### src/rtl/core/mas_pkg.sv
`timescale 1ns / 1ps
// ----------------------------------------------------------------------------
// mas_pkg
// shared widths, codes, reset values and controller/datapath handshake types
// ----------------------------------------------------------------------------
package mas_pkg;

   // default axis position width
   localparam int POSITION_WIDTH_DEF = 32;

   // fixed field widths
   localparam int OP_W      = 3;
   localparam int DT_W      = 8;
   localparam int LIM_W     = 32;
   localparam int SPEED_W   = 31;
   localparam int VEL_W     = 32;
   localparam int FLAGS_W   = 5;
   localparam int SCALE_W   = 11;
   localparam int ENC_W     = 45;
   localparam int CSR_IDX_W = 3;
   localparam int PROD_W    = VEL_W + DT_W + 1;

   // operation codes
   localparam logic [OP_W-1:0] OP_TICK     = 3'd0;
   localparam logic [OP_W-1:0] OP_MOVE_ABS = 3'd1;
   localparam logic [OP_W-1:0] OP_MOVE_REL = 3'd2;
   localparam logic [OP_W-1:0] OP_HOME     = 3'd3;
   localparam logic [OP_W-1:0] OP_JOG      = 3'd4;
   localparam logic [OP_W-1:0] OP_STOP     = 3'd5;
   localparam logic [OP_W-1:0] OP_READ     = 3'd6;
   localparam logic [OP_W-1:0] OP_RSVD     = 3'd7;

   // register indexes
   localparam logic [CSR_IDX_W-1:0] REG_LOW_SOFT  = 3'd0;
   localparam logic [CSR_IDX_W-1:0] REG_HIGH_SOFT = 3'd1;
   localparam logic [CSR_IDX_W-1:0] REG_LOW_HARD  = 3'd2;
   localparam logic [CSR_IDX_W-1:0] REG_HIGH_HARD = 3'd3;
   localparam logic [CSR_IDX_W-1:0] REG_FLAGS     = 3'd4;
   localparam logic [CSR_IDX_W-1:0] REG_HOME_SPD  = 3'd5;
   localparam logic [CSR_IDX_W-1:0] REG_ENC_SCALE = 3'd6;
   localparam logic [CSR_IDX_W-1:0] REG_PARKING   = 3'd7;

   // limit flag bits
   localparam int FLAG_SOFT_LOW  = 0;
   localparam int FLAG_SOFT_HIGH = 1;
   localparam int FLAG_HARD_LOW  = 2;
   localparam int FLAG_HARD_HIGH = 3;
   localparam int FLAG_AMP_LOW   = 4;

   // register reset values
   localparam logic signed [SCALE_W-1:0] ENC_SCALE_RESET = -11'sd57;
   localparam logic signed [LIM_W-1:0]   PARKING_RESET   = -32'sd16384;

   // controller to datapath
   typedef struct packed {
      logic take;
      logic do_cmd;
      logic do_mul;
      logic do_adv;
      logic do_soft;
      logic do_hard;
      logic do_diff;
      logic do_enc;
      logic do_pub;
   } dp_cmd_type;

   // datapath to controller
   typedef struct packed {
      logic            req_valid;
      logic [OP_W-1:0] op;
      logic            out_free;
   } dp_stat_type;

endpackage

### src/rtl/core/mas_if.sv
`timescale 1ns / 1ps
// ----------------------------------------------------------------------------
// mas_if
// command, result and register write channels of the axis simulator
// ----------------------------------------------------------------------------
interface mas_req_if;
   logic                valid;
   logic                ready;
   logic [2:0]          operation;
   logic [7:0]          elapsed_seconds;
   logic signed [31:0]  target;
   logic [30:0]         speed;
   logic                direction;

   modport source (output valid, output operation, output elapsed_seconds,
                   output target, output speed, output direction, input ready);
   modport sink   (input valid, input operation, input elapsed_seconds,
                   input target, input speed, input direction, output ready);
endinterface

interface mas_rsp_if;
   logic                valid;
   logic                ready;
   logic signed [31:0]  position;
   logic signed [44:0]  encoder_value;
   logic                moving;
   logic                at_home;
   logic                homed;
   logic                low_switch;
   logic                high_switch;
   logic signed [31:0]  velocity;

   modport source (output valid, output position, output encoder_value,
                   output moving, output at_home, output homed, output low_switch,
                   output high_switch, output velocity, input ready);
   modport sink   (input valid, input position, input encoder_value,
                   input moving, input at_home, input homed, input low_switch,
                   input high_switch, input velocity, output ready);
endinterface

interface mas_csr_if;
   logic        valid;
   logic        ready;
   logic [2:0]  index;
   logic [31:0] data;

   modport source (output valid, output index, output data, input ready);
   modport sink   (input valid, input index, input data, output ready);
endinterface

### src/rtl/core/mas_ctrl.sv
`timescale 1ns / 1ps
// ----------------------------------------------------------------------------
// mas_ctrl
// sequencer that walks one command word through the datapath steps
// ----------------------------------------------------------------------------
module mas_ctrl (
   input  logic                clock,
   input  logic                reset,
   input  mas_pkg::dp_stat_type stat,
   output mas_pkg::dp_cmd_type  cmd
);

   typedef enum logic [8:0] {
      ST_IDLE = 9'b000000001,
      ST_CMD  = 9'b000000010,
      ST_MUL  = 9'b000000100,
      ST_ADV  = 9'b000001000,
      ST_SOFT = 9'b000010000,
      ST_HARD = 9'b000100000,
      ST_DIFF = 9'b001000000,
      ST_ENC  = 9'b010000000,
      ST_PUB  = 9'b100000000
   } ctrl_state_type;

   ctrl_state_type state_ff, state_in;

   always_comb begin
      state_in = state_ff;
      unique case (state_ff)
         ST_IDLE: begin
            if (stat.req_valid) begin
               priority if (stat.op == mas_pkg::OP_TICK) begin
                  state_in = ST_MUL;
               end else if (stat.op == mas_pkg::OP_READ || stat.op == mas_pkg::OP_RSVD) begin
                  state_in = ST_DIFF;
               end else begin
                  state_in = ST_CMD;
               end
            end
         end
         ST_CMD:  state_in = ST_DIFF;
         ST_MUL:  state_in = ST_ADV;
         ST_ADV:  state_in = ST_SOFT;
         ST_SOFT: state_in = ST_HARD;
         ST_HARD: state_in = ST_DIFF;
         ST_DIFF: state_in = ST_ENC;
         ST_ENC:  state_in = ST_PUB;
         ST_PUB: begin
            if (stat.out_free) begin
               state_in = ST_IDLE;
            end
         end
         default: state_in = ST_IDLE;
      endcase
   end

   always_ff @(posedge clock) begin
      if (reset) begin
         state_ff <= ST_IDLE;
      end else begin
         state_ff <= state_in;
      end
   end

   always_comb begin
      cmd.take    = (state_ff == ST_IDLE);
      cmd.do_cmd  = (state_ff == ST_CMD);
      cmd.do_mul  = (state_ff == ST_MUL);
      cmd.do_adv  = (state_ff == ST_ADV);
      cmd.do_soft = (state_ff == ST_SOFT);
      cmd.do_hard = (state_ff == ST_HARD);
      cmd.do_diff = (state_ff == ST_DIFF);
      cmd.do_enc  = (state_ff == ST_ENC);
      cmd.do_pub  = (state_ff == ST_PUB) && stat.out_free;
   end

endmodule

### src/rtl/core/mas_dp.sv
`timescale 1ns / 1ps
// ----------------------------------------------------------------------------
// mas_dp
// axis registers, motion arithmetic, limit clamps, encoder scaler, result word
// ----------------------------------------------------------------------------
module mas_dp #(
   parameter int POSITION_WIDTH = mas_pkg::POSITION_WIDTH_DEF
) (
   input  logic                 clock,
   input  logic                 reset,
   mas_req_if.sink              req_ch,
   mas_rsp_if.source            rsp_ch,
   mas_csr_if.sink              csr_ch,
   input  mas_pkg::dp_cmd_type  cmd,
   output mas_pkg::dp_stat_type stat
);

   localparam int PW     = POSITION_WIDTH;
   localparam int LW     = mas_pkg::LIM_W;
   localparam int VW     = mas_pkg::VEL_W;
   localparam int SW     = mas_pkg::SPEED_W;
   localparam int PRW    = mas_pkg::PROD_W;
   localparam int KW     = mas_pkg::SCALE_W;
   localparam int NW     = mas_pkg::ENC_W;
   localparam int CW     = ((PW > LW) ? PW : LW) + 2;
   localparam int TW     = ((PW > LW) ? PW : LW) + 1;
   localparam int AW     = ((PW > PRW) ? PW : PRW) + 1;
   localparam int EW     = TW + KW;
   localparam int XW     = ((EW > NW) ? EW : NW) + 1;

   // saturating narrowers
   function automatic logic signed [PW-1:0] sat_c(input logic signed [CW-1:0] x);
      logic signed [CW-1:0] hi;
      logic signed [CW-1:0] lo;
      hi = {{(CW-PW+1){1'b0}}, {(PW-1){1'b1}}};
      lo = {{(CW-PW+1){1'b1}}, {(PW-1){1'b0}}};
      if (x > hi) sat_c = hi[PW-1:0];
      else if (x < lo) sat_c = lo[PW-1:0];
      else sat_c = x[PW-1:0];
   endfunction

   function automatic logic signed [PW-1:0] sat_a(input logic signed [AW-1:0] x);
      logic signed [AW-1:0] hi;
      logic signed [AW-1:0] lo;
      hi = {{(AW-PW+1){1'b0}}, {(PW-1){1'b1}}};
      lo = {{(AW-PW+1){1'b1}}, {(PW-1){1'b0}}};
      if (x > hi) sat_a = hi[PW-1:0];
      else if (x < lo) sat_a = lo[PW-1:0];
      else sat_a = x[PW-1:0];
   endfunction

   function automatic logic signed [LW-1:0] sat_32(input logic signed [CW-1:0] x);
      logic signed [CW-1:0] hi;
      logic signed [CW-1:0] lo;
      hi = {{(CW-LW+1){1'b0}}, {(LW-1){1'b1}}};
      lo = {{(CW-LW+1){1'b1}}, {(LW-1){1'b0}}};
      if (x > hi) sat_32 = hi[LW-1:0];
      else if (x < lo) sat_32 = lo[LW-1:0];
      else sat_32 = x[LW-1:0];
   endfunction

   function automatic logic signed [NW-1:0] sat_45(input logic signed [XW-1:0] x);
      logic signed [XW-1:0] hi;
      logic signed [XW-1:0] lo;
      hi = {{(XW-NW+1){1'b0}}, {(NW-1){1'b1}}};
      lo = {{(XW-NW+1){1'b1}}, {(NW-1){1'b0}}};
      if (x > hi) sat_45 = hi[NW-1:0];
      else if (x < lo) sat_45 = lo[NW-1:0];
      else sat_45 = x[NW-1:0];
   endfunction

   // configuration registers
   logic signed [LW-1:0]              low_soft_ff, low_soft_in;
   logic signed [LW-1:0]              high_soft_ff, high_soft_in;
   logic signed [LW-1:0]              low_hard_ff, low_hard_in;
   logic signed [LW-1:0]              high_hard_ff, high_hard_in;
   logic [mas_pkg::FLAGS_W-1:0]       flags_ff, flags_in;
   logic [SW-1:0]                     home_spd_ff, home_spd_in;
   logic signed [KW-1:0]              scale_ff, scale_in;
   logic signed [LW-1:0]              parking_ff, parking_in;

   // values derived from configuration
   logic signed [LW-1:0]              home_ff, home_in;
   logic                              lo_def_ff, lo_def_in;
   logic                              hi_def_ff, hi_def_in;
   logic signed [LW-1:0]              lo_lim_ff, lo_lim_in;
   logic signed [LW-1:0]              hi_lim_ff, hi_lim_in;
   logic                              soft_en_ff, soft_en_in;
   logic                              hard_en_ff, hard_en_in;

   // axis state
   logic signed [PW-1:0]              pos_ff, pos_in;
   logic signed [PW-1:0]              target_ff, target_in;
   logic signed [VW-1:0]              jog_ff, jog_in;
   logic signed [VW-1:0]              mv_ff, mv_in;
   logic signed [VW-1:0]              hv_ff, hv_in;
   logic                              homed_ff, homed_in;

   // latched command word and work registers
   logic [mas_pkg::OP_W-1:0]          op_ff, op_in;
   logic [mas_pkg::DT_W-1:0]          dt_ff, dt_in;
   logic signed [LW-1:0]              tgt_ff, tgt_in;
   logic [SW-1:0]                     spd_ff, spd_in;
   logic                              dir_ff, dir_in;
   logic signed [PRW-1:0]             prod_ff, prod_in;
   logic signed [CW-1:0]              work_ff, work_in;
   logic signed [TW-1:0]              diff_ff, diff_in;
   logic signed [EW-1:0]              enc_ff, enc_in;

   // result word
   logic                              out_valid_ff, out_valid_in;
   logic signed [LW-1:0]              out_pos_ff, out_pos_in;
   logic signed [NW-1:0]              out_enc_ff, out_enc_in;
   logic                              out_moving_ff, out_moving_in;
   logic                              out_at_home_ff, out_at_home_in;
   logic                              out_homed_ff, out_homed_in;
   logic                              out_lo_sw_ff, out_lo_sw_in;
   logic                              out_hi_sw_ff, out_hi_sw_in;
   logic signed [VW-1:0]              out_vel_ff, out_vel_in;

   // combinational helpers
   logic                              accept;
   logic                              csr_wr;
   logic                              both_soft;
   logic signed [LW:0]                home_sum;
   logic signed [LW-1:0]              home_calc;
   logic                              derived_hard;
   logic signed [LW-1:0]              lo_lim_calc;
   logic signed [LW-1:0]              hi_lim_calc;
   logic signed [CW-1:0]              pos_c;
   logic signed [CW-1:0]              home_c;
   logic signed [TW-1:0]              trel;
   logic signed [PW-1:0]              tsat;
   logic signed [VW-1:0]              spd_s;
   logic [SW-1:0]                     hsp_pick;
   logic [SW-1:0]                     hsp;
   logic signed [VW-1:0]              hsp_s;
   logic signed [VW-1:0]              vsel;
   logic signed [VW-1:0]              vsel_run;
   logic signed [AW-1:0]              sum_a;
   logic signed [PW-1:0]              p_adv;
   logic                              mv_over;
   logic                              hv_over;
   logic signed [CW-1:0]              adv_pos;
   logic signed [CW-1:0]              sw1;
   logic signed [CW-1:0]              sw2;
   logic signed [CW-1:0]              hw1;
   logic signed [CW-1:0]              hw2;

   assign accept = cmd.take && req_ch.valid;
   assign csr_wr = csr_ch.valid && csr_ch.ready;

   assign req_ch.ready = cmd.take;
   assign csr_ch.ready = 1'b1;

   assign stat.req_valid = req_ch.valid;
   assign stat.op        = req_ch.operation;
   assign stat.out_free  = !out_valid_ff || rsp_ch.ready;

   // home point and effective hard limits
   assign both_soft = flags_ff[mas_pkg::FLAG_SOFT_LOW] && flags_ff[mas_pkg::FLAG_SOFT_HIGH];
   assign home_sum  = (LW+1)'(low_soft_ff) + (LW+1)'(high_soft_ff);
   assign home_calc = (!both_soft || (low_soft_ff <= 32'sd0 && high_soft_ff >= 32'sd0)) ?
                      '0 : home_sum[LW:1];
   assign derived_hard = !flags_ff[mas_pkg::FLAG_HARD_LOW] && !flags_ff[mas_pkg::FLAG_HARD_HIGH]
                         && both_soft && (low_soft_ff < high_soft_ff);
   assign lo_lim_calc = derived_hard ? low_soft_ff : low_hard_ff;
   assign hi_lim_calc = derived_hard ? high_soft_ff : high_hard_ff;

   assign pos_c  = CW'(pos_ff);
   assign home_c = CW'(home_ff);

   // command step
   assign trel  = (op_ff == mas_pkg::OP_MOVE_REL) ? TW'(tgt_ff) + TW'(pos_ff) : TW'(tgt_ff);
   assign tsat  = sat_c(CW'(trel));
   assign spd_s = signed'({1'b0, spd_ff});
   assign hsp_pick = (spd_ff != '0) ? spd_ff : home_spd_ff;
   assign hsp   = (home_spd_ff != '0 && hsp_pick > home_spd_ff) ? home_spd_ff : hsp_pick;
   assign hsp_s = signed'({1'b0, hsp});

   // active velocity: jog, then move, then home
   assign vsel = (jog_ff != '0) ? jog_ff : ((mv_ff != '0) ? mv_ff : hv_ff);
   assign vsel_run = flags_ff[mas_pkg::FLAG_AMP_LOW] ? '0 : vsel;

   // advance step, stop at move target or home point when passed
   assign sum_a   = AW'(pos_ff) + AW'(prod_ff);
   assign p_adv   = sat_a(sum_a);
   assign mv_over = (mv_ff > 32'sd0 && p_adv > target_ff) ||
                    (mv_ff < 32'sd0 && p_adv < target_ff);
   assign hv_over = (hv_ff > 32'sd0 && CW'(p_adv) > home_c) ||
                    (hv_ff < 32'sd0 && CW'(p_adv) < home_c);
   assign adv_pos = mv_over ? CW'(target_ff) : (hv_over ? home_c : CW'(p_adv));

   // soft clamp, then hard clamp
   assign sw1 = (soft_en_ff && flags_ff[mas_pkg::FLAG_SOFT_HIGH] && work_ff > CW'(high_soft_ff))
                ? CW'(high_soft_ff) : work_ff;
   assign sw2 = (soft_en_ff && flags_ff[mas_pkg::FLAG_SOFT_LOW] && sw1 < CW'(low_soft_ff))
                ? CW'(low_soft_ff) : sw1;
   assign hw1 = (hard_en_ff && hi_def_ff && work_ff > CW'(hi_lim_ff)) ? CW'(hi_lim_ff) : work_ff;
   assign hw2 = (hard_en_ff && lo_def_ff && hw1 < CW'(lo_lim_ff)) ? CW'(lo_lim_ff) : hw1;

   always_comb begin
      low_soft_in  = low_soft_ff;
      high_soft_in = high_soft_ff;
      low_hard_in  = low_hard_ff;
      high_hard_in = high_hard_ff;
      flags_in     = flags_ff;
      home_spd_in  = home_spd_ff;
      scale_in     = scale_ff;
      parking_in   = parking_ff;
      pos_in       = pos_ff;
      target_in    = target_ff;
      jog_in       = jog_ff;
      mv_in        = mv_ff;
      hv_in        = hv_ff;
      homed_in     = homed_ff;
      op_in        = op_ff;
      dt_in        = dt_ff;
      tgt_in       = tgt_ff;
      spd_in       = spd_ff;
      dir_in       = dir_ff;
      prod_in      = prod_ff;
      work_in      = work_ff;
      diff_in      = diff_ff;
      enc_in       = enc_ff;

      home_in    = home_calc;
      lo_def_in  = derived_hard || flags_ff[mas_pkg::FLAG_HARD_LOW];
      hi_def_in  = derived_hard || flags_ff[mas_pkg::FLAG_HARD_HIGH];
      lo_lim_in  = lo_lim_calc;
      hi_lim_in  = hi_lim_calc;
      soft_en_in = high_soft_ff > low_soft_ff;
      hard_en_in = hi_lim_calc > lo_lim_calc;

      if (csr_wr) begin
         unique case (csr_ch.index)
            mas_pkg::REG_LOW_SOFT:  low_soft_in  = signed'(csr_ch.data);
            mas_pkg::REG_HIGH_SOFT: high_soft_in = signed'(csr_ch.data);
            mas_pkg::REG_LOW_HARD:  low_hard_in  = signed'(csr_ch.data);
            mas_pkg::REG_HIGH_HARD: high_hard_in = signed'(csr_ch.data);
            mas_pkg::REG_FLAGS:     flags_in     = csr_ch.data[mas_pkg::FLAGS_W-1:0];
            mas_pkg::REG_HOME_SPD:  home_spd_in  = csr_ch.data[SW-1:0];
            mas_pkg::REG_ENC_SCALE: scale_in     = signed'(csr_ch.data[KW-1:0]);
            mas_pkg::REG_PARKING: begin
               parking_in = signed'(csr_ch.data);
               pos_in     = sat_c(CW'(signed'(csr_ch.data)));
            end
         endcase
      end

      if (accept) begin
         op_in  = req_ch.operation;
         dt_in  = req_ch.elapsed_seconds;
         tgt_in = req_ch.target;
         spd_in = req_ch.speed;
         dir_in = req_ch.direction;
      end

      if (cmd.do_cmd) begin
         unique case (op_ff)
            mas_pkg::OP_MOVE_ABS, mas_pkg::OP_MOVE_REL: begin
               jog_in    = '0;
               hv_in     = '0;
               target_in = tsat;
               if (tsat > pos_ff) mv_in = spd_s;
               else if (tsat < pos_ff) mv_in = -spd_s;
               else mv_in = '0;
            end
            mas_pkg::OP_HOME: begin
               jog_in   = '0;
               mv_in    = '0;
               homed_in = 1'b0;
               if (home_c > pos_c) hv_in = hsp_s;
               else if (home_c < pos_c) hv_in = -hsp_s;
               else hv_in = '0;
            end
            mas_pkg::OP_JOG: begin
               mv_in  = '0;
               hv_in  = '0;
               jog_in = dir_ff ? spd_s : -spd_s;
            end
            mas_pkg::OP_STOP: begin
               jog_in = '0;
               mv_in  = '0;
               hv_in  = '0;
            end
            default: begin
            end
         endcase
      end

      if (cmd.do_mul) begin
         // reduced amplifier drops all motion
         if (flags_ff[mas_pkg::FLAG_AMP_LOW]) begin
            jog_in = '0;
            mv_in  = '0;
            hv_in  = '0;
         end
         prod_in = PRW'(vsel_run) * PRW'(signed'({1'b0, dt_ff}));
      end

      if (cmd.do_adv) begin
         work_in = adv_pos;
         if (mv_over) mv_in = '0;
      end

      if (cmd.do_soft) begin
         if (work_ff == home_c) begin
            hv_in    = '0;
            homed_in = 1'b1;
         end
         work_in = sw2;
      end

      if (cmd.do_hard) begin
         pos_in = sat_c(hw2);
      end

      if (cmd.do_diff) begin
         diff_in = TW'(pos_ff) - TW'(parking_ff);
      end

      if (cmd.do_enc) begin
         enc_in = EW'(diff_ff) * EW'(scale_ff);
      end
   end

   // result register
   always_comb begin
      out_valid_in   = out_valid_ff;
      out_pos_in     = out_pos_ff;
      out_enc_in     = out_enc_ff;
      out_moving_in  = out_moving_ff;
      out_at_home_in = out_at_home_ff;
      out_homed_in   = out_homed_ff;
      out_lo_sw_in   = out_lo_sw_ff;
      out_hi_sw_in   = out_hi_sw_ff;
      out_vel_in     = out_vel_ff;
      if (out_valid_ff && rsp_ch.ready) begin
         out_valid_in = 1'b0;
      end
      if (cmd.do_pub) begin
         out_valid_in   = 1'b1;
         out_pos_in     = sat_32(pos_c);
         out_enc_in     = sat_45(XW'(enc_ff));
         out_moving_in  = (jog_ff != '0) || (mv_ff != '0) || (hv_ff != '0);
         out_at_home_in = (pos_c == home_c);
         out_homed_in   = homed_ff;
         out_lo_sw_in   = lo_def_ff && (pos_c <= CW'(lo_lim_ff));
         out_hi_sw_in   = hi_def_ff && (pos_c >= CW'(hi_lim_ff));
         out_vel_in     = vsel;
      end
   end

   always_ff @(posedge clock) begin
      if (reset) begin
         low_soft_ff  <= '0;
         high_soft_ff <= '0;
         low_hard_ff  <= '0;
         high_hard_ff <= '0;
         flags_ff     <= '0;
         home_spd_ff  <= '0;
         scale_ff     <= mas_pkg::ENC_SCALE_RESET;
         parking_ff   <= mas_pkg::PARKING_RESET;
         home_ff      <= '0;
         lo_def_ff    <= 1'b0;
         hi_def_ff    <= 1'b0;
         lo_lim_ff    <= '0;
         hi_lim_ff    <= '0;
         soft_en_ff   <= 1'b0;
         hard_en_ff   <= 1'b0;
         pos_ff       <= sat_c(CW'(mas_pkg::PARKING_RESET));
         target_ff    <= '0;
         jog_ff       <= '0;
         mv_ff        <= '0;
         hv_ff        <= '0;
         homed_ff     <= 1'b0;
         out_valid_ff <= 1'b0;
      end else begin
         low_soft_ff  <= low_soft_in;
         high_soft_ff <= high_soft_in;
         low_hard_ff  <= low_hard_in;
         high_hard_ff <= high_hard_in;
         flags_ff     <= flags_in;
         home_spd_ff  <= home_spd_in;
         scale_ff     <= scale_in;
         parking_ff   <= parking_in;
         home_ff      <= home_in;
         lo_def_ff    <= lo_def_in;
         hi_def_ff    <= hi_def_in;
         lo_lim_ff    <= lo_lim_in;
         hi_lim_ff    <= hi_lim_in;
         soft_en_ff   <= soft_en_in;
         hard_en_ff   <= hard_en_in;
         pos_ff       <= pos_in;
         target_ff    <= target_in;
         jog_ff       <= jog_in;
         mv_ff        <= mv_in;
         hv_ff        <= hv_in;
         homed_ff     <= homed_in;
         out_valid_ff <= out_valid_in;
      end
   end

   always_ff @(posedge clock) begin
      op_ff          <= op_in;
      dt_ff          <= dt_in;
      tgt_ff         <= tgt_in;
      spd_ff         <= spd_in;
      dir_ff         <= dir_in;
      prod_ff        <= prod_in;
      work_ff        <= work_in;
      diff_ff        <= diff_in;
      enc_ff         <= enc_in;
      out_pos_ff     <= out_pos_in;
      out_enc_ff     <= out_enc_in;
      out_moving_ff  <= out_moving_in;
      out_at_home_ff <= out_at_home_in;
      out_homed_ff   <= out_homed_in;
      out_lo_sw_ff   <= out_lo_sw_in;
      out_hi_sw_ff   <= out_hi_sw_in;
      out_vel_ff     <= out_vel_in;
   end

   assign rsp_ch.valid         = out_valid_ff;
   assign rsp_ch.position      = out_pos_ff;
   assign rsp_ch.encoder_value = out_enc_ff;
   assign rsp_ch.moving        = out_moving_ff;
   assign rsp_ch.at_home       = out_at_home_ff;
   assign rsp_ch.homed         = out_homed_ff;
   assign rsp_ch.low_switch    = out_lo_sw_ff;
   assign rsp_ch.high_switch   = out_hi_sw_ff;
   assign rsp_ch.velocity      = out_vel_ff;

endmodule

### src/rtl/core/motion_axis_simulator.sv
`timescale 1ns / 1ps
// ----------------------------------------------------------------------------
// motion_axis_simulator
// single motor axis model: commands, timed motion, limits and encoder readback
// ----------------------------------------------------------------------------
//  channel  dir  handshake      word
//  req_ch   in   valid/ready    operation, elapsed_seconds, target, speed, direction
//  rsp_ch   out  valid/ready    position, encoder_value, flags, velocity
//  csr_ch   in   valid/ready    index, data (always ready)
//
//  move/home/jog/stop words pass the command step; the tick runs through the
//  velocity times seconds multiplier, the position adder and the soft and
//  hard clamp steps, then every word passes the encoder subtract and multiplier
//  reset parks the axis and returns configuration and motion registers to defaults
//  one word is worked at a time; a result waiting on rsp_ch sits in its own
//  register so the next req_ch word is taken while the previous one is unread
//  a stalled rsp_ch holds the sequencer in its publish step until the slot frees
// ----------------------------------------------------------------------------
module motion_axis_simulator #(
   parameter int POSITION_WIDTH = mas_pkg::POSITION_WIDTH_DEF
) (
   input  logic       clock,
   input  logic       reset,
   mas_req_if.sink    req_ch,
   mas_rsp_if.source  rsp_ch,
   mas_csr_if.sink    csr_ch
);

   // sequencer to datapath strobes, one per step
   mas_pkg::dp_cmd_type  dp_cmd;
   // request presence, opcode and output slot status back to the sequencer
   mas_pkg::dp_stat_type dp_stat;

   // step sequencer
   mas_ctrl u_ctrl (
      .clock (clock),
      .reset (reset),
      .stat  (dp_stat),
      .cmd   (dp_cmd)
   );

   // axis state, arithmetic and result register
   mas_dp #(
      .POSITION_WIDTH (POSITION_WIDTH)
   ) u_dp (
      .clock  (clock),
      .reset  (reset),
      .req_ch (req_ch),
      .rsp_ch (rsp_ch),
      .csr_ch (csr_ch),
      .cmd    (dp_cmd),
      .stat   (dp_stat)
   );

   // a taken word closes the request side until its result is published
   a_busy_after_take: assert property (@(posedge clock) disable iff (reset)
      (req_ch.valid && req_ch.ready) |=> !req_ch.ready)
      else $error("request taken again while a word is in flight");

   // publishing loads the result register
   a_pub_loads: assert property (@(posedge clock) disable iff (reset)
      dp_cmd.do_pub |=> rsp_ch.valid)
      else $error("published word missing on result channel");

   // a nonzero velocity always reports motion
   a_moving_flag: assert property (@(posedge clock) disable iff (reset)
      (rsp_ch.valid && rsp_ch.velocity != 32'sd0) |-> rsp_ch.moving)
      else $error("velocity reported without moving flag");

   // sequencer only takes words while the request side is open
   a_take_is_ready: assert property (@(posedge clock) disable iff (reset)
      dp_cmd.take |-> (req_ch.ready && !dp_cmd.do_pub))
      else $error("take strobe disagrees with request ready");

endmodule

### src/flat_wrapper.sv
// flat-port wrapper written by rule: the top's interface ports become plain ports
module motion_axis_simulator_flat 
#(
   parameter int POSITION_WIDTH = mas_pkg::POSITION_WIDTH_DEF
)
  (clock, reset, req_ch_valid, req_ch_operation, req_ch_elapsed_seconds, req_ch_target, req_ch_speed, req_ch_direction, req_ch_ready, rsp_ch_valid, rsp_ch_position, rsp_ch_encoder_value, rsp_ch_moving, rsp_ch_at_home, rsp_ch_homed, rsp_ch_low_switch, rsp_ch_high_switch, rsp_ch_velocity, rsp_ch_ready, csr_ch_valid, csr_ch_index, csr_ch_data, csr_ch_ready);
  mas_req_if req_ch_i ();
  mas_rsp_if rsp_ch_i ();
  mas_csr_if csr_ch_i ();
  input  logic clock;
  input  logic reset;
  input wire logic [$bits(req_ch_i.valid)-1:0] req_ch_valid;
  input wire logic [$bits(req_ch_i.operation)-1:0] req_ch_operation;
  input wire logic [$bits(req_ch_i.elapsed_seconds)-1:0] req_ch_elapsed_seconds;
  input wire logic [$bits(req_ch_i.target)-1:0] req_ch_target;
  input wire logic [$bits(req_ch_i.speed)-1:0] req_ch_speed;
  input wire logic [$bits(req_ch_i.direction)-1:0] req_ch_direction;
  output wire logic [$bits(req_ch_i.ready)-1:0] req_ch_ready;
  output wire logic [$bits(rsp_ch_i.valid)-1:0] rsp_ch_valid;
  output wire logic [$bits(rsp_ch_i.position)-1:0] rsp_ch_position;
  output wire logic [$bits(rsp_ch_i.encoder_value)-1:0] rsp_ch_encoder_value;
  output wire logic [$bits(rsp_ch_i.moving)-1:0] rsp_ch_moving;
  output wire logic [$bits(rsp_ch_i.at_home)-1:0] rsp_ch_at_home;
  output wire logic [$bits(rsp_ch_i.homed)-1:0] rsp_ch_homed;
  output wire logic [$bits(rsp_ch_i.low_switch)-1:0] rsp_ch_low_switch;
  output wire logic [$bits(rsp_ch_i.high_switch)-1:0] rsp_ch_high_switch;
  output wire logic [$bits(rsp_ch_i.velocity)-1:0] rsp_ch_velocity;
  input wire logic [$bits(rsp_ch_i.ready)-1:0] rsp_ch_ready;
  input wire logic [$bits(csr_ch_i.valid)-1:0] csr_ch_valid;
  input wire logic [$bits(csr_ch_i.index)-1:0] csr_ch_index;
  input wire logic [$bits(csr_ch_i.data)-1:0] csr_ch_data;
  output wire logic [$bits(csr_ch_i.ready)-1:0] csr_ch_ready;
  assign req_ch_i.valid = req_ch_valid;
  assign req_ch_i.operation = req_ch_operation;
  assign req_ch_i.elapsed_seconds = req_ch_elapsed_seconds;
  assign req_ch_i.target = req_ch_target;
  assign req_ch_i.speed = req_ch_speed;
  assign req_ch_i.direction = req_ch_direction;
  assign req_ch_ready = req_ch_i.ready;
  assign rsp_ch_valid = rsp_ch_i.valid;
  assign rsp_ch_position = rsp_ch_i.position;
  assign rsp_ch_encoder_value = rsp_ch_i.encoder_value;
  assign rsp_ch_moving = rsp_ch_i.moving;
  assign rsp_ch_at_home = rsp_ch_i.at_home;
  assign rsp_ch_homed = rsp_ch_i.homed;
  assign rsp_ch_low_switch = rsp_ch_i.low_switch;
  assign rsp_ch_high_switch = rsp_ch_i.high_switch;
  assign rsp_ch_velocity = rsp_ch_i.velocity;
  assign rsp_ch_i.ready = rsp_ch_ready;
  assign csr_ch_i.valid = csr_ch_valid;
  assign csr_ch_i.index = csr_ch_index;
  assign csr_ch_i.data = csr_ch_data;
  assign csr_ch_ready = csr_ch_i.ready;
  motion_axis_simulator #(.POSITION_WIDTH(POSITION_WIDTH)) u_core (.clock(clock), .reset(reset), .req_ch(req_ch_i), .rsp_ch(rsp_ch_i), .csr_ch(csr_ch_i));
endmodule
### config.mk
export PLATFORM = sky130hd
export DESIGN_NAME = motion_axis_simulator_flat
export DESIGN_NICKNAME = d
export VERILOG_FILES = /design/src/rtl/core/mas_pkg.sv /design/src/rtl/core/mas_if.sv /design/src/rtl/core/mas_ctrl.sv /design/src/rtl/core/mas_dp.sv /design/src/rtl/core/motion_axis_simulator.sv /design/src/flat_wrapper.sv
export SDC_FILE = /design/constraint.sdc
export NUM_CORES = 2
export LEC_CHECK = 0
export ABC_AREA = 1
export BUFFER_PORTS_ARGS = -buffer_cell sky130_fd_sc_hd__buf_2
export CAP_MARGIN = 20
export CORE_ASPECT_RATIO = 1.5
export CORE_MARGIN = 2
export CORE_UTILIZATION = 23
export DETAILED_ROUTE_END_ITERATION = 8
export PLACE_DENSITY = 0.44
export SLEW_MARGIN = 20
export SYNTH_ARGS = -nofsm -noshare
export SYNTH_HDL_FRONTEND = slang
export SYNTH_SLANG_ARGS = --single-unit
### constraint.sdc
create_clock -name clock -period 16.7 [get_ports clock]
set_input_delay 2.505 -clock clock [delete_from_list [all_inputs] [get_ports clock]]
set_output_delay 2.505 -clock clock [all_outputs]
set_load 0.01 [all_outputs]
* Word level (Yosys, flattened, before mapping)
Index checks and enable logic that the tools add are counted.
Storage, ports and cells: register bits after elaboration 819, bits of input ports 115
Cells by class: eq/ne operators 27, reduce and logical (&&, ||, !) cells 64, magnitude comparators 36, add/sub/neg operators 6, $mul 2, mux-type cells 61
Operators by type and width (number):
- $mux W32 | 35
- $mux W34 | 8
- $gt A32 B32 Y1 | 6
- $pmux W32 S2 | 3
- $lt A32 B32 Y1 | 5
- $reduce_bool A32 Y1 | 3
- $pmux W9 S8 | 1
- $gt A34 B32 Y1 | 2
- $lt A34 B32 Y1 | 2
- $add A32 B32 Y33 | 2
- $gt A32 B1 Y1 const B | 2
- $gt A32 B32 Y1 const B | 2
- $lt A32 B1 Y1 const B | 2
- $lt A32 B32 Y1 const B | 2
- $neg A31 Y32 | 2
- $mux W31 | 2
- $reduce_bool A31 Y1 | 2
- $gt A44 B45 Y1 const B | 1
- $lt A44 B45 Y1 const B | 1
- $mux W45 | 1
- $mul A33 B11 Y44 | 1
- $add A32 B41 Y42 | 1
- $gt A42 B32 Y1 const B | 1
- $lt A42 B32 Y1 const B | 1
- other kinds (39) | 108

* Logic depth before layout (Yosys ltp)
depth in word-level cells 14, gate-level depth with buffers 44, gate-level depth less buffers 42

* Cells and area by module
A second synthesis with hierarchy kept.
Second synthesis, totals: cell total of the unflattened synthesis 9646, area, all modules 73586.8 sq um
By module, submodules not included:
- mas_dp | cells an instance 9556, instances 1, sequential area each 19628.8 sq um, area each 73042.6 sq um
- mas_ctrl | cells an instance 90, instances 1, sequential area each 180.2 sq um, area each 544.3 sq um

* Worst setup path before layout
No wires, ideal clock.
path kind input -> register, start in rsp_ch_ready, end reg u_core.u_dp.out_at_home_ff, in the netlist u_core.u_dp.rsp_ch.at_home, enable pin, cell stages on the path 2, arrival 13354 ps, data required time 15834 ps, slack 2480 ps, path buffers 0, cells stage by stage nor2_1 -> nor4_1
Between the ends: word-level cells in the longest chain between the ends 2
RTL lines:
- start, declared | line flat_wrapper.sv:28 | input wire logic [$bits(rsp_ch_i.ready)-1:0] rsp_ch_ready;
- $logic_or A1 B1 Y1 | line mas_dp.sv:158 | assign stat.out_free = !out_valid_ff || rsp_ch.ready;
- $logic_and A1 B1 Y1 | line mas_ctrl.sv:74 | cmd.do_pub = (state_ff == ST_PUB) && stat.out_free;
- end signal, assigned | line mas_dp.sv:418 | out_at_home_ff <= out_at_home_in;
- end, declared | line mas_dp.sv:115 | logic out_at_home_ff, out_at_home_in;
Every way passes these cells. A chain may end at the register's enable or synchronous reset.

* Worst setup path after layout
start reg u_core.u_dp.pos_ff[0], end reg u_core.u_dp.work_ff[31], data pin
Between the ends: word-level cells in the longest chain between the ends 11
RTL lines:
- start, declared | line mas_dp.sv:92 | logic signed [PW-1:0] pos_ff, pos_in;
- start signal, assigned | line mas_dp.sv:372 | pos_ff <= sat_c(CW'(mas_pkg::PARKING_RESET));
- start signal, assigned | line mas_dp.sv:395 | pos_ff <= pos_in;
- $add A32 B41 Y42 (*) | line mas_dp.sv:186 | assign sum_a = AW'(pos_ff) + AW'(prod_ff);
- $lt A42 B32 Y1 | line mas_dp.sv:48 | else if (x < lo) sat_a = lo[PW-1:0];
- $mux W32 | line mas_dp.sv:48
- $mux W32 (*) | line mas_dp.sv:47 | if (x > hi) sat_a = hi[PW-1:0];
- $gt A32 B32 Y1 or $lt A32 B32 Y1 (tied branches) | line mas_dp.sv:190, mas_dp.sv:191
- $logic_and A1 B1 Y1 (on tied branches) | line mas_dp.sv:190, mas_dp.sv:191
- $logic_or A1 B1 Y1 | line mas_dp.sv:190 | assign hv_over = (hv_ff > 32'sd0 && CW'(p_adv) > home_c) ||
- $mux W34 | line mas_dp.sv:192 | assign adv_pos = mv_over ? CW'(target_ff) : (hv_over ? home_c : CW'(p_adv));
- $mux W34 (*) | line mas_dp.sv:192
- $mux W34 (*) | line mas_dp.sv:302 | if (cmd.do_adv) begin
- $mux W34 (*) | line mas_dp.sv:307 | if (cmd.do_soft) begin
- named net u_core.u_dp.work_in[31] | line mas_dp.sv:106 | logic signed [CW-1:0] work_ff, work_in;
- end signal, assigned | line mas_dp.sv:412 | work_ff <= work_in;
- end, declared | line mas_dp.sv:106
The timed path passes the listed nets; every way through them passes the cells marked *. The select of a mux whose other input is x is not followed.

==> results by group <==
Logic synthesis
  – Fraction of registers with async set/reset: 0
  – Syn nets: between 10000 and 15000
  – Part of the Yosys area used for sequential elements: 0.2698
  – Post-synth EDFFs: 341
  – Post-synthesis compound-gate area fraction: 0.1364
  – #FFs+latches synth: ~820
  – Commonest cells in the netlist: 2005 x nand2_1, 1672 x inv_1, 821 x a21oi_1
  – Yosys Warn Count: 0
  – Main combinational cell family by area after synthesis: adder cells
  – Simple-gate area share of the yosys netlist: 0.1918
  – Share of the synthesized area in the top cell type: 0.1410
  – Mean Syn Cell Area: between 7 and 8 um^2
  – Count leader, synth: nand2_1
  – Most used DFF post-synth: dfxtp_1
  – Adder-cell share of the synthesized area: 0.2659
  – Yosys top cell by area: fa_1
  – Synth area leaders: fa_1 14%, edfxtp_1 14%, dfxtp_1 13%, ha_1 12%, nand2_1 10%
  – Xor/xnor share of the synthesized area: 0.02708
  – Mapped Cells: around 9600
  – Post-synth cell types: 73
  – Multiplexer area fraction after synthesis: 0.0002727
  – Synthesized area: 73420 um^2

Die
  – Site Rows: 254
  – Die width: approximately 470 um
  – Core Area: about 320000 um^2
  – Die H: between 600 and 700 um
  – Area of the die: around 320000 um^2
  – # IOs: 232
  – Initial core utilization: 0.2306

Global routing
  – Gr usage total: 0.1816
  – Grt total ovfl: 0
  – Largest net degree at the start of global routing: 76
  – Number of global-route vias before repair: 65000
  – Antenna violations before repair: 33
  – Global-route wire length before repair: ~440 mm

Clocking
  – Cts bufs inserted: between 100 and 150
  – Resize count post-CTS: 0
  – Clk_lat worst skew: 0.78 ns
  – CTS Hold Bufs: 0
  – H-Tree Depth: 3
  – Clock sink count: slightly above 800
  – Clock root buffer: clkbuf_16
  – TritonCTS clock tree: done
  – Register clock-pin slew on the reported worst setup and hold paths: 0.07 ns
  – # Post-CTS Setup Buffers: 0
  – Clock buffer depth: 3

Power
  – Power per standard cell area: 121.7 nW/um^2
  – Total power: 0.01010 W
  – Sw Pwr: around 0.0044 W
  – Leak: between 30 and 40 nW
  – Logic gate share of total power: 0.500
  – Worst VDD drop: between 0.1 and 0.15 mV
  – Int Power: 0.005691 W
  – Switching share of power: 0.4368
  – Clock power frac: 0.252
  – Flop pwr share: 0.247

Setup path
  – R2R cell count: 33
  – Reg-to-Reg Start: u_core.u_dp.pos_ff[0]
  – Critical path capture point: u_core.u_dp.work_ff[31]
  – Slack of the worst reg-to-reg path: 8.26 ns
  – Startpoint type of the worst setup path: register
  – CP Class: register to register
  – CP startpoint: u_core.u_dp.pos_ff[0]
  – WP data required: about 17 ns
  – Worst path slowest cell: dfxtp_1
  – Worst EP arrival: roughly 9.0 ns
  – Reg-to-reg endpoint: u_core.u_dp.work_ff[31]
  – Critical path's most frequent cell: nand2_1
  – Setup crit end kind: register
  – Largest stage delay, worst path: ~0.63 ns
  – Crit-path max FO: 62

Status
  – Status: completed

Routing
  – Drt first pass iters: 6
  – DR WL/cell: approximately 21 um
  – Routed Antenna Nets: 0
  – Vias per Instance: about 4.6
  – Vias: between 60000 and 70000
  – DR iter-0 viols: 4115
  – DRT Wirelength: 299.6 mm
  – Post-route DRC: 0

Placement
  – Final HPWL DP: ~240 mm
  – Placed Area: 79220 um^2
  – GPL Wtd Cong: slightly above 0.9
  – Port Buffers: 230

Timing
  – Relative max-transition margin: 0.2291
  – RSZ-0062 raised after global routing: false
  – Pins Over Slew Limit: 0
  – Least-Margin Pin Slew: approximately 1.2 ns
  – Min Tclk post-route: between 8 and 9 ns
  – Setup Skew: just under 0.07 ns
  – Final TNS setup: 0 ns
  – Final setup violation count: 0
  – Hold slack: about 0.42 ns
  – Hold Violations, Final: 0
  – Fin crit share: 0.5053
  – Fmax: 118.5 MHz

Flow run
  – Max-Cap Viols: 0

Final layout
  – Area grow syn2layout: 13.12%
  – Share of layout cells above drive strength 1: 0.07056
  – Finished Cell Area: between 80000 and 90000 um^2
  – Nets@finish: around 11000
  – Fill cell count: ~35000

Worst hold path
  – Min-delay worst type: register to register
## worst min-delay path by stage
stage / start / end / cells past startpoint
5_1_grt: u_core.u_dp.enc_ff[35] / u_core.u_dp.rsp_ch.encoder_value[35] / 0
2_1_floorplan: u_core.u_dp.homed_ff / u_core.u_dp.rsp_ch.homed / 0
3_5_place_dp: u_core.u_dp.enc_ff[28] / u_core.u_dp.rsp_ch.encoder_value[28] / 0
6_report: u_core.u_dp.enc_ff[34] / u_core.u_dp.rsp_ch.encoder_value[34] / 0
3_3_place_gp: u_core.u_dp.enc_ff[38] / u_core.u_dp.rsp_ch.encoder_value[38] / 0
4_1_cts: u_core.u_dp.enc_ff[34] / u_core.u_dp.rsp_ch.encoder_value[34] / 0
## cell usage in the layout (no fill, tap or decap), drive strengths merged, types with 70 or more instances in the layout
cell	netlist	layout
xnor2	85	85
clkbuf	376	135
nand4	106	106
buf	44	343
a21oi	827	827
o21ai	677	677
fa	517	517
nand2	2009	2009
nand3	315	315
nor2	736	736
edfxtp	341	341
ha	733	733
xor2	142	142
dfxtp	478	478
nor4	70	70
inv	1680	1690
## power groups by stage
stage,Clock [W],Sequential [W],Combinational [W]
after floorplan,0,0.00250,0.00364
after global placement,0,0.00254,0.00511
after detailed placement,0,0.00254,0.00512
after CTS,0.00262,0.00250,0.00515
after global routing,0.00269,0.00251,0.00578
final,0.00255,0.00250,0.00505
## sequential cells by signal, indices dropped and copies added (netlist names), 33 cells and up
register	flops
u_core.u_dp.rsp_ch.encoder_value	45
u_core.u_dp.enc_ff	44
u_core.u_dp.prod_ff	41
u_core.u_dp.work_ff	34
u_core.u_dp.diff_ff	33
## cell families after synthesis
logic type / after synthesis
and+or+nand+nor: 3399
buffers and inverters: 2107
AOI/OAI and AO/OA: 1815
adders and majority gates: 1250
DFF: 819
xor gates and xnor gates: 227
muxes: 2
other: 1
## critical path: cells and delay by family, from the launching register on
| family | cells | cell delay (ns) |
|---|---|---|
| compound gates | 3 | 1.10 |
| flops | 1 | 0.63 |
| simple gates | 21 | 3.92 |
| xor+xnor | 1 | 0.08 |
| buf+inv | 5 | 1.20 |
| fa+ha+maj | 3 | 1.13 |
## per-layer routing
layer / vias up / track usage / part of all wire
met5: - / 0 / 0.00037
met4: 18 / 0.1015 / 0.066
met3: 595 / 0.02123 / 0.039
met2: 1485 / 0.3406 / 0.52
met1: 30520 / 0.1959 / 0.38
li1: 31040 / - / -
## metrics by stage
stage / utilization / setup slack [ns] / instances
after floorplan: - / 2.480 / 9620
after global placement: 0.2488 / 8.035 / 13770
after detailed placement: 0.2488 / 8.085 / 13770
after CTS: 0.2607 / 8.037 / 13960
after global routing: 0.2608 / 7.568 / 13960
final: 0.2608 / 8.262 / 13970
## layout make-up
cell class              count  area, um^2  share of cell area
multi-input cells        6694       45790              0.5513
flip-flops and latches    819       19810              0.2386
inverters                1687        6339             0.07632
well taps                4224        5285             0.06364
clock buffers             135        2917             0.03512
repair buffers            343        2002             0.02410
clock inverters            58       892.1             0.01074
diodes                      6       15.01           0.0001808
Note: power is estimated with default switching activity, not from simulation.
